==> src/rtl/railcom_channel1_address_decoder_assert.svh <==
// assertion helpers used by the decoder back end
`ifndef RAILCOM_CHANNEL1_ADDRESS_DECODER_ASSERT_SVH
`define RAILCOM_CHANNEL1_ADDRESS_DECODER_ASSERT_SVH

// same-cycle implication, held off during reset
`define RCD_ASSERT_IMPLY(label, clk, rst_n, ante, cons, msg) \
    label: assert property (@(posedge clk) disable iff (!rst_n) (ante) |-> (cons)) \
        else $error(msg);

// next-cycle implication, held off during reset
`define RCD_ASSERT_NEXT(label, clk, rst_n, ante, cons, msg) \
    label: assert property (@(posedge clk) disable iff (!rst_n) (ante) |=> (cons)) \
        else $error(msg);

`endif

==> src/rtl/rcd_pkg.sv <==
package rcd_pkg;

    localparam int BYTE_W = 8;
    localparam int SYM_W  = 7;
    localparam int HALF_W = 8;
    localparam int ADDR_W = 15;
    localparam int MASK_W = 6;

    // frame and symbol constants
    localparam logic [BYTE_W-1:0] FRAME_MARK  = 8'h00;
    localparam logic [BYTE_W-1:0] RANGE_LO    = 8'h0F;
    localparam logic [BYTE_W-1:0] RANGE_HI    = 8'hF0;
    localparam logic [BYTE_W-1:0] SYM_INVALID = 8'hFF;

    // configuration register indexes
    localparam int CFG_IDX_W = 1;
    localparam logic [CFG_IDX_W-1:0] CFG_HIGH_MASK = 1'b0;
    localparam logic [CFG_IDX_W-1:0] CFG_LOW_MASK  = 1'b1;

    localparam logic [MASK_W-1:0] HIGH_MASK_RST = 6'd8;
    localparam logic [MASK_W-1:0] LOW_MASK_RST  = 6'd4;

    // frame queue between front and back
    localparam int QUEUE_DEPTH = 2;

    typedef struct packed {
        logic [SYM_W-1:0] first_sym;
        logic [SYM_W-1:0] second_sym;
    } rcd_frame_t;

    typedef struct packed {
        logic [MASK_W-1:0] high_mask;
        logic [MASK_W-1:0] low_mask;
    } rcd_cfg_t;

    typedef struct packed {
        logic             ok;
        logic [SYM_W-1:0] sym;
    } rcd_sym_t;

    // 4-of-8 code table, 0xFF marks a byte that is no code
    localparam logic [7:0] SYM_TABLE [256] = '{
        8'd255, 8'd255, 8'd255, 8'd255, 8'd255, 8'd255, 8'd255, 8'd255,
        8'd255, 8'd255, 8'd255, 8'd255, 8'd255, 8'd255, 8'd255, 8'd64,
        8'd255, 8'd255, 8'd255, 8'd255, 8'd255, 8'd255, 8'd255, 8'd51,
        8'd255, 8'd255, 8'd255, 8'd52,  8'd255, 8'd53,  8'd54,  8'd255,
        8'd255, 8'd255, 8'd255, 8'd255, 8'd255, 8'd255, 8'd255, 8'd58,
        8'd255, 8'd255, 8'd255, 8'd59,  8'd255, 8'd60,  8'd55,  8'd255,
        8'd255, 8'd255, 8'd255, 8'd63,  8'd255, 8'd61,  8'd56,  8'd255,
        8'd255, 8'd62,  8'd57,  8'd255, 8'd255, 8'd255, 8'd255, 8'd255,
        8'd255, 8'd255, 8'd255, 8'd255, 8'd255, 8'd255, 8'd255, 8'd36,
        8'd255, 8'd255, 8'd255, 8'd35,  8'd255, 8'd34,  8'd33,  8'd255,
        8'd255, 8'd255, 8'd255, 8'd31,  8'd255, 8'd30,  8'd32,  8'd255,
        8'd255, 8'd29,  8'd28,  8'd255, 8'd27,  8'd255, 8'd255, 8'd255,
        8'd255, 8'd255, 8'd255, 8'd25,  8'd255, 8'd24,  8'd26,  8'd255,
        8'd255, 8'd23,  8'd22,  8'd255, 8'd21,  8'd255, 8'd255, 8'd255,
        8'd255, 8'd37,  8'd20,  8'd255, 8'd19,  8'd255, 8'd255, 8'd255,
        8'd50,  8'd255, 8'd255, 8'd255, 8'd255, 8'd255, 8'd255, 8'd255,
        8'd255, 8'd255, 8'd255, 8'd255, 8'd255, 8'd255, 8'd255, 8'd255,
        8'd255, 8'd255, 8'd255, 8'd255, 8'd14,  8'd255, 8'd13,  8'd12,
        8'd255, 8'd255, 8'd255, 8'd255, 8'd10,  8'd255, 8'd9,   8'd11,
        8'd255, 8'd255, 8'd8,   8'd7,   8'd255, 8'd6,   8'd255, 8'd255,
        8'd255, 8'd255, 8'd255, 8'd255, 8'd4,   8'd255, 8'd3,   8'd5,
        8'd255, 8'd255, 8'd2,   8'd1,   8'd255, 8'd0,   8'd255, 8'd255,
        8'd255, 8'd255, 8'd15,  8'd16,  8'd255, 8'd17,  8'd255, 8'd255,
        8'd255, 8'd18,  8'd255, 8'd255, 8'd255, 8'd255, 8'd255, 8'd255,
        8'd255, 8'd255, 8'd255, 8'd255, 8'd255, 8'd255, 8'd43,  8'd48,
        8'd255, 8'd255, 8'd42,  8'd47,  8'd255, 8'd49,  8'd255, 8'd255,
        8'd255, 8'd255, 8'd41,  8'd46,  8'd255, 8'd45,  8'd255, 8'd255,
        8'd255, 8'd44,  8'd255, 8'd255, 8'd255, 8'd255, 8'd255, 8'd255,
        8'd255, 8'd255, 8'd66,  8'd40,  8'd255, 8'd39,  8'd255, 8'd255,
        8'd255, 8'd38,  8'd255, 8'd255, 8'd255, 8'd255, 8'd255, 8'd255,
        8'd255, 8'd65,  8'd255, 8'd255, 8'd255, 8'd255, 8'd255, 8'd255,
        8'd255, 8'd255, 8'd255, 8'd255, 8'd255, 8'd255, 8'd255, 8'd255
    };

    // range check plus table lookup
    function automatic rcd_sym_t rcd_decode(input logic [BYTE_W-1:0] b);
        rcd_sym_t   r;
        logic [7:0] t;
        t     = SYM_TABLE[b];
        r.ok  = (b >= RANGE_LO) && (b <= RANGE_HI) && (t != SYM_INVALID);
        r.sym = t[SYM_W-1:0];
        return r;
    endfunction

endpackage

==> src/rtl/rcd_front.sv <==
module rcd_front
    import rcd_pkg::*;
(
    input  logic              clk,
    input  logic              rst_n,
    input  logic              in_valid,
    output logic              in_stall,
    input  logic [BYTE_W-1:0] rx_byte,
    input  logic              q_full,
    output logic              q_push,
    output rcd_frame_t        q_data
);

    localparam logic [1:0] PH_HUNT   = 2'd0;
    localparam logic [1:0] PH_FIRST  = 2'd1;
    localparam logic [1:0] PH_SECOND = 2'd2;

    logic [1:0] phase_reg, phase_next;
    rcd_sym_t   first_reg, first_next;
    rcd_sym_t   dec;
    logic       accept;

    // hold off bytes while the frame queue is full
    assign in_stall = q_full;
    assign accept   = in_valid && !in_stall;
    assign dec      = rcd_decode(rx_byte);

    // frame phase tracking
    always_comb
    begin
        phase_next = phase_reg;
        first_next = first_reg;
        q_push     = 1'b0;
        if (accept)
        begin
            unique case (phase_reg)
                PH_HUNT:
                begin
                    if (rx_byte == FRAME_MARK)
                        phase_next = PH_FIRST;
                end
                PH_FIRST:
                begin
                    first_next = dec.ok ? dec : '0;
                    phase_next = PH_SECOND;
                end
                PH_SECOND:
                begin
                    phase_next = PH_HUNT;
                    q_push     = first_reg.ok && dec.ok;
                end
                default:
                begin
                    phase_next = PH_HUNT;
                end
            endcase
        end
    end

    assign q_data.first_sym  = first_reg.sym;
    assign q_data.second_sym = dec.sym;

    always_ff @(posedge clk or negedge rst_n)
    begin
        if (!rst_n)
        begin
            phase_reg <= PH_HUNT;
            first_reg <= '0;
        end
        else
        begin
            phase_reg <= phase_next;
            first_reg <= first_next;
        end
    end

endmodule

==> src/rtl/rcd_queue.sv <==
module rcd_queue
    import rcd_pkg::*;
(
    input  logic       clk,
    input  logic       rst_n,
    input  logic       push,
    input  rcd_frame_t push_data,
    input  logic       pop,
    output rcd_frame_t pop_data,
    output logic       full,
    output logic       empty
);

    localparam int AW = (QUEUE_DEPTH > 1) ? $clog2(QUEUE_DEPTH) : 1;
    localparam int CW = $clog2(QUEUE_DEPTH + 1);

    rcd_frame_t    slot_reg [QUEUE_DEPTH];
    logic [AW-1:0] wr_ptr_reg, wr_ptr_next;
    logic [AW-1:0] rd_ptr_reg, rd_ptr_next;
    logic [CW-1:0] count_reg, count_next;
    logic          do_push, do_pop;

    assign full     = (count_reg == CW'(QUEUE_DEPTH));
    assign empty    = (count_reg == '0);
    assign do_push  = push && !full;
    assign do_pop   = pop && !empty;
    assign pop_data = slot_reg[rd_ptr_reg];

    // pointer and fill count update
    always_comb
    begin
        wr_ptr_next = wr_ptr_reg;
        rd_ptr_next = rd_ptr_reg;
        count_next  = count_reg;
        if (do_push)
            wr_ptr_next = (wr_ptr_reg == AW'(QUEUE_DEPTH - 1)) ? '0 : wr_ptr_reg + 1'b1;
        if (do_pop)
            rd_ptr_next = (rd_ptr_reg == AW'(QUEUE_DEPTH - 1)) ? '0 : rd_ptr_reg + 1'b1;
        if (do_push && !do_pop)
            count_next = count_reg + 1'b1;
        else if (do_pop && !do_push)
            count_next = count_reg - 1'b1;
    end

    always_ff @(posedge clk or negedge rst_n)
    begin
        if (!rst_n)
        begin
            wr_ptr_reg <= '0;
            rd_ptr_reg <= '0;
            count_reg  <= '0;
        end
        else
        begin
            wr_ptr_reg <= wr_ptr_next;
            rd_ptr_reg <= rd_ptr_next;
            count_reg  <= count_next;
        end
    end

    // queue slots
    always_ff @(posedge clk)
    begin
        if (do_push)
            slot_reg[wr_ptr_reg] <= push_data;
    end

endmodule

==> src/rtl/rcd_back.sv <==
module rcd_back
    import rcd_pkg::*;
#(
    parameter int HISTORY_DEPTH = 4
)
(
    input  logic              clk,
    input  logic              rst_n,
    input  rcd_cfg_t          cfg,
    input  logic              q_empty,
    input  rcd_frame_t        q_data,
    output logic              q_pop,
    output logic              out_valid,
    input  logic              out_stall,
    output logic [ADDR_W-1:0] stable_address
);

`include "railcom_channel1_address_decoder_assert.svh"

    localparam int IDX_W = (HISTORY_DEPTH > 1) ? $clog2(HISTORY_DEPTH) : 1;
    localparam logic [IDX_W-1:0] LAST_IDX = IDX_W'(HISTORY_DEPTH - 1);

    localparam logic [2:0] S_IDLE   = 3'd0;
    localparam logic [2:0] S_UPDATE = 3'd1;
    localparam logic [2:0] S_WRITE  = 3'd2;
    localparam logic [2:0] S_SCAN   = 3'd3;
    localparam logic [2:0] S_DONE   = 3'd4;
    localparam logic [2:0] S_EMIT   = 3'd5;

    logic [2:0]              state_reg, state_next;
    rcd_frame_t              frame_reg, frame_next;
    logic [HALF_W-1:0]       half_a_reg, half_a_next;
    logic [HALF_W-1:0]       half_b_reg, half_b_next;
    logic [ADDR_W-1:0]       addr_reg, addr_next;
    logic [IDX_W-1:0]        ptr_reg, ptr_next;
    logic [IDX_W-1:0]        idx_reg, idx_next;
    logic                    rd_pend_reg, rd_pend_next;
    logic                    mismatch_reg, mismatch_next;
    logic [HISTORY_DEPTH-1:0] hist_valid_reg, hist_valid_next;
    logic                    out_valid_reg, out_valid_next;
    logic [ADDR_W-1:0]       out_addr_reg, out_addr_next;

    logic [ADDR_W-1:0]       hist_mem [HISTORY_DEPTH];
    logic [ADDR_W-1:0]       rd_data_reg;
    logic                    rd_valid_reg;
    logic [ADDR_W-1:0]       entry;
    logic [HALF_W-1:0]       half_val;
    logic                    hist_we;

    assign out_valid      = out_valid_reg;
    assign stable_address = out_addr_reg;

    // an entry never written reads as zero
    assign entry    = rd_valid_reg ? rd_data_reg : '0;
    assign half_val = {frame_reg.first_sym[1:0], 6'b0} | {1'b0, frame_reg.second_sym};
    assign hist_we  = (state_reg == S_WRITE);

    // frame processing sequencer
    always_comb
    begin
        state_next      = state_reg;
        frame_next      = frame_reg;
        half_a_next     = half_a_reg;
        half_b_next     = half_b_reg;
        addr_next       = addr_reg;
        ptr_next        = ptr_reg;
        idx_next        = idx_reg;
        mismatch_next   = mismatch_reg;
        hist_valid_next = hist_valid_reg;
        out_valid_next  = out_valid_reg && out_stall;
        out_addr_next   = out_addr_reg;
        q_pop           = 1'b0;
        rd_pend_next    = (state_reg == S_SCAN);

        // compare the entry read in the previous cycle
        if (rd_pend_reg && (entry != addr_reg))
            mismatch_next = 1'b1;

        unique case (state_reg)
            S_IDLE:
            begin
                if (!q_empty)
                begin
                    q_pop      = 1'b1;
                    frame_next = q_data;
                    state_next = S_UPDATE;
                end
            end
            S_UPDATE:
            begin
                if ((frame_reg.first_sym[MASK_W-1:0] & cfg.high_mask) != '0)
                    half_a_next = half_val;
                if ((frame_reg.first_sym[MASK_W-1:0] & cfg.low_mask) != '0)
                    half_b_next = half_val;
                state_next = S_WRITE;
            end
            S_WRITE:
            begin
                addr_next = half_b_reg[HALF_W-1] ? {half_b_reg[HALF_W-2:0], half_a_reg}
                                                 : {7'b0, half_a_reg};
                hist_valid_next[ptr_reg] = 1'b1;
                ptr_next      = (ptr_reg == LAST_IDX) ? '0 : ptr_reg + 1'b1;
                idx_next      = '0;
                mismatch_next = 1'b0;
                state_next    = S_SCAN;
            end
            S_SCAN:
            begin
                if (idx_reg == LAST_IDX)
                    state_next = S_DONE;
                else
                    idx_next = idx_reg + 1'b1;
            end
            S_DONE:
            begin
                state_next = S_EMIT;
            end
            S_EMIT:
            begin
                if (mismatch_reg)
                    state_next = S_IDLE;
                else if (!out_valid_reg || !out_stall)
                begin
                    out_valid_next = 1'b1;
                    out_addr_next  = addr_reg;
                    state_next     = S_IDLE;
                end
            end
            default:
            begin
                state_next = S_IDLE;
            end
        endcase
    end

    always_ff @(posedge clk or negedge rst_n)
    begin
        if (!rst_n)
        begin
            state_reg      <= S_IDLE;
            half_a_reg     <= '0;
            half_b_reg     <= '0;
            ptr_reg        <= '0;
            idx_reg        <= '0;
            rd_pend_reg    <= 1'b0;
            mismatch_reg   <= 1'b0;
            hist_valid_reg <= '0;
            out_valid_reg  <= 1'b0;
        end
        else
        begin
            state_reg      <= state_next;
            half_a_reg     <= half_a_next;
            half_b_reg     <= half_b_next;
            ptr_reg        <= ptr_next;
            idx_reg        <= idx_next;
            rd_pend_reg    <= rd_pend_next;
            mismatch_reg   <= mismatch_next;
            hist_valid_reg <= hist_valid_next;
            out_valid_reg  <= out_valid_next;
        end
    end

    // payload registers
    always_ff @(posedge clk)
    begin
        frame_reg    <= frame_next;
        addr_reg     <= addr_next;
        out_addr_reg <= out_addr_next;
    end

    // address history memory, one write and one registered read a cycle
    always_ff @(posedge clk)
    begin
        if (hist_we)
            hist_mem[ptr_reg] <= addr_next;
        rd_data_reg  <= hist_mem[idx_reg];
        rd_valid_reg <= hist_valid_reg[idx_reg];
    end

    `RCD_ASSERT_NEXT(a_write_starts_scan, clk, rst_n, state_reg == S_WRITE, (state_reg == S_SCAN) && (idx_reg == '0), "history write not followed by scan from entry zero")
    `RCD_ASSERT_IMPLY(a_read_from_scan, clk, rst_n, rd_pend_reg, $past(state_reg) == S_SCAN, "compare without a scan read")
    `RCD_ASSERT_IMPLY(a_emit_only_uniform, clk, rst_n, $rose(out_valid_reg), ($past(state_reg) == S_EMIT) && !$past(mismatch_reg), "address emitted without a uniform history")
    `RCD_ASSERT_IMPLY(a_pop_when_idle, clk, rst_n, q_pop, (state_reg == S_IDLE) && !q_empty, "frame taken while busy")

endmodule

==> src/rtl/railcom_channel1_address_decoder.sv <==
// Decodes channel-1 address frames: a zero byte starts a frame, the next two
// bytes are 4-of-8 coded symbols, and a valid frame updates those of the two
// kept address halves that the mask registers select. Each new 15-bit
// address goes into a history of HISTORY_DEPTH entries (zero after reset) and
// is put out only when every entry equals it. Bytes are taken at one per
// cycle while the two-frame queue has room. The back end handles one frame
// at a time; its history compare reads one entry per cycle from the history
// memory. An address waits in the output register until taken; the user
// must write the masks only while idle, which the block does not enforce.
module railcom_channel1_address_decoder
    import rcd_pkg::*;
#(
    parameter int HISTORY_DEPTH = 4
)
(
    input  logic                 clk,
    input  logic                 rst_n,
    input  logic                 in_valid,
    output logic                 in_stall,
    input  logic [BYTE_W-1:0]    rx_byte,
    output logic                 out_valid,
    input  logic                 out_stall,
    output logic [ADDR_W-1:0]    stable_address,
    input  logic                 cfg_write,
    input  logic [CFG_IDX_W-1:0] cfg_index,
    input  logic [MASK_W-1:0]    cfg_data
);

    rcd_cfg_t   cfg_reg, cfg_next;
    rcd_frame_t push_data, pop_data;
    logic       q_push, q_pop, q_full, q_empty;

    // mask register writes
    always_comb
    begin
        cfg_next = cfg_reg;
        if (cfg_write)
        begin
            unique case (cfg_index)
                CFG_HIGH_MASK: cfg_next.high_mask = cfg_data;
                CFG_LOW_MASK:  cfg_next.low_mask  = cfg_data;
                default:       cfg_next = cfg_reg;
            endcase
        end
    end

    always_ff @(posedge clk or negedge rst_n)
    begin
        if (!rst_n)
        begin
            cfg_reg.high_mask <= HIGH_MASK_RST;
            cfg_reg.low_mask  <= LOW_MASK_RST;
        end
        else
        begin
            cfg_reg <= cfg_next;
        end
    end

    rcd_front u_front (
        .clk      (clk),
        .rst_n    (rst_n),
        .in_valid (in_valid),
        .in_stall (in_stall),
        .rx_byte  (rx_byte),
        .q_full   (q_full),
        .q_push   (q_push),
        .q_data   (push_data)
    );

    rcd_queue u_queue (
        .clk       (clk),
        .rst_n     (rst_n),
        .push      (q_push),
        .push_data (push_data),
        .pop       (q_pop),
        .pop_data  (pop_data),
        .full      (q_full),
        .empty     (q_empty)
    );

    rcd_back #(
        .HISTORY_DEPTH (HISTORY_DEPTH)
    ) u_back (
        .clk            (clk),
        .rst_n          (rst_n),
        .cfg            (cfg_reg),
        .q_empty        (q_empty),
        .q_data         (pop_data),
        .q_pop          (q_pop),
        .out_valid      (out_valid),
        .out_stall      (out_stall),
        .stable_address (stable_address)
    );

endmodule

==> config.mk <==
export PLATFORM = sky130hd
export DESIGN_NAME = railcom_channel1_address_decoder
export DESIGN_NICKNAME = d
export VERILOG_FILES = /design/src/rtl/rcd_pkg.sv /design/src/rtl/rcd_front.sv /design/src/rtl/rcd_queue.sv /design/src/rtl/rcd_back.sv /design/src/rtl/railcom_channel1_address_decoder.sv
export VERILOG_INCLUDE_DIRS = /design/src /design/src/rtl
export SDC_FILE = /design/constraint.sdc
export NUM_CORES = 1
export LEC_CHECK = 0
export ABC_CLOCK_PERIOD_IN_PS = 2750
export BUFFER_PORTS_ARGS = -buffer_cell sky130_fd_sc_hd__buf_2
export CAP_MARGIN = 20
export CORE_ASPECT_RATIO = 1.25
export CORE_UTILIZATION = 50
export CTS_BUF_LIST = sky130_fd_sc_hd__clkbuf_4
export DETAILED_ROUTE_END_ITERATION = 8
export GPL_ROUTABILITY_DRIVEN = 0
export HOLD_SLACK_MARGIN = 0.06
export PLACE_DENSITY = 0.73
export SLEW_MARGIN = 20
export SYNTH_ARGS = -nofsm -noshare
export SYNTH_HDL_FRONTEND = slang
export SYNTH_SLANG_ARGS = --single-unit
==> constraint.sdc <==
create_clock -name clk -period 2.75 [get_ports clk]
set_input_delay 0.825 -clock clk [delete_from_list [all_inputs] [get_ports clk]]
set_output_delay 0.825 -clock clk [all_outputs]
set_load 0.05 [all_outputs]
==> impl_metrics.ini <==
[status]
status = complete, but fails checks
violations = negative setup slack

[logic_synthesis]
yosys_most_used_dff = edfxtp_1
yosysWarnings = 0
synth-edff-count = 114
mappedNetlistArea_um2 = 9310
synth_top_area_cell = edfxtp_1
synth_seq_cells = 200
synth_cells = 745
netlist.area_leader.share_pct = 36.8
yosysSeqAreaShare_pct = 58.2
synthTopCellsByArea = edfxtp_1 (37%), dfrtp_1 (14%), dfxtp_1 (6.7%)
async_flop_share_pct = 27.5
ys_types = 76
postSynthNetCount = 779
syn_area_per_cell_um2 = 12.5

[clock_tree]
clk_pin_slew_ps = 170
clock_latency_ps = 570
numCtsBuffers = 17
root_buffer = clkbuf_4
cts_tree = yes
htree_num_levels = 4
cts_hold_buf = 0
clk_path_buf_depth = 2
cts.sinks = 200

[sta]
finalWorstPathRequiredPeriod_ps = 3030
fin_crit_sh_pct = 110
max_slew_margin_pct = 57.5
slew_violations = 0
fin_setup_tns_ps = -6750
hold_ws_ps = 197
worst_slack_ps = -284
hold_viol = 0
rsz0062_at_grt = yes
finClkSkew_ps = 27.9
worst_slew_pin_slew_ps = 637
fmax_mhz = 330
setup_viol = 36

[routing]
antenna_left = 0
vias = 6897
drt_iter0_drc = 668
wl_per_cell_um = 19.2
avgViaCountPerCell = 6.03
finalWirelength_mm = 21.9
drc = 0
firstDrtPassIters = 5

[worst_setup_path]
cp.arrival_ps = 3530
endpoint = u_queue.count_reg[1]
r2r_end = u_queue.count_reg[1]
cp-startpoint = rx_byte[0]
cp.depth = 15
slowest_delay_ps = 410
slowest_stage = a2111o_1
worstPathRequired_ps = 3250
endpoint_kind = register
ff2ff_path_depth = 8
r2r_start = u_queue.count_reg[1]
reg2reg_slack_ps = 450
crit_chain = buf_8, buf_4, ha_4, buf_4, mux2i_4, nor4_2, a2111o_1, o22ai_2, nand4bb_4, nor4_4, nor2_1, ha_2, xor2_1, nor2_1, xnor2_1
critPathLaunchType = primary input
worstPathBufferInverterCount = 3
critPathMaxFanout = 8
path_delay_family = simple AND/OR/NAND/NOR gates
path_class = in2reg

[cells_and_area]
nNetsFinal = 935
layout-drive-gt1-share_pct = 36.4
synthToLayoutAreaGrowth_pct = 21.2
seqCellArea_um2 = 5420
stdcell_count = 1143
largest_reg_flops = 60
fillers = 1384
postLayoutCoreUtil_pct = 62.1
final_common_cell = buf_4
multi_input_area_um2 = 3860
final_cell_mix = buf_4 (137), edfxtp_1 (114), nand2_1 (82)

[die]
dieArea_um2 = 19200
io-pin-count = 37
fp-row-count = 55
coreArea_um2 = 18200
start_util_pct = 51.2
dieWidth_um = 124
die_y_um = 155

[flow_run]
drv_cap = 0

[global_route]
antenna_found_initial = 1
grt_max_degree = 26
grt-ovfl-total = 0
track_usage_pct = 24.5
grt_pass1_vias = 7178
grt_first_pass_wirelength_mm = 36.0

[place]
io_buffers = 36
place_hpwl_mm = 15.8
dpl.cell_count = 1092

[power]
p_comb_share_pct = 29.3
p_leak_nw = 4.37
p_total_w = 0.00860
clkPwrFrac_pct = 16.7
p_sw_share_pct = 33.6
p_int_w = 0.00571
power.density_nw_per_um2 = 762
irDropWorstVdd_mv = 0.359
switchingPower_w = 0.00289
seqPwrFrac_pct = 54.0

[hold_path]
min_path_type = in2async
how the worst min path moves through the flow:
stage                     slack, ps  cells past startpoint                       end
final                           200                      1          u_back.out_valid
after global routing            190                      1       u_back.mismatch_reg
after CTS                       160                      1          u_back.out_valid
after detailed placement        450                      1  u_back.hist_valid_reg[2]
after global placement          450                      1  u_back.hist_valid_reg[0]
after floorplan                 430                      1  u_back.hist_valid_reg[2]
area by class of cell:
| cell class | count | share of cell area [%] |
|---|---|---|
| Timing Repair Buffer | 183 | 12.1 |
| Clock inverter | 15 | 1.38 |
| Clock buffer | 17 | 1.13 |
| Antenna cell | 1 | 0.0222 |
| Sequential cell | 200 | 48.1 |
| Multi-Input combinational cell | 484 | 34.2 |
| Tap cell | 228 | 2.53 |
| Inverter | 15 | 0.555 |
synth_stat cells (all sizes together), types with 15 or more instances:
cell type,number
dfrtp,53
clkbuf,26
nor2,31
mux4,17
nand2,82
a21oi,22
buf,20
edfxtp,114
dfxtp,31
nand3,22
o21ai,38
mux2,47
xnor2,15
what timing repair did:
item / 4_1_cts / 5_1_grt
endpoints found under the setup margin: 36 / 36
setup buffers: 12 / 6
pin swaps: 18 / 13
gates resized for setup: 35 / 21
worst register-to-register path, delay by kind of cell (launching register included):
kind | cells | cell delay [ps]
compound gates | 1 | 190
simple gates | 4 | 1070
xor+xnor | 1 | 130
buf+inv | 1 | 120
fa+ha+maj | 1 | 300
flops | 1 | 430
power by group through the flow:
| stage | clock network, W | registers [W] | logic, W |
|---|---|---|---|
| after detailed placement | 0 | 0.00471 | 0.00244 |
| after CTS | 0.00149 | 0.00464 | 0.00251 |
| after global routing | 0.00161 | 0.00474 | 0.00277 |
| after global placement | 0 | 0.00464 | 0.00231 |
| after floorplan | 0 | 0.00446 | 0.00185 |
| final | 0.00144 | 0.00465 | 0.00252 |
per-layer routing:
layer,vias up,GRT usage [%],share of wire [%]
met5,-,0,0
met4,0,12.4,4.2
met3,86,4.42,5.9
met2,311,41.7,52
met1,3372,29.2,38
li1,3128,-,-
through the flow:
stage	setup WS [ps]	cell area (um2)
6_report	-284	11300
5_1_grt	-286	11300
4_1_cts	-149	11100
3_5_place_dp	-977	10600
3_3_place_gp	-866	10600
2_1_floorplan	-828	9370
logic make-up after synthesis:
group / synth area share, %
buffers and inverters: 2.97
muxes: 11.3
adders and majority gates: 1.88
AOI/OAI and AO/OA: 11.0
DFF: 58.2
and+or+nand+nor: 12.8
xor gates and xnor gates: 1.77
Note: power is estimated with default switching activity, not from simulation.
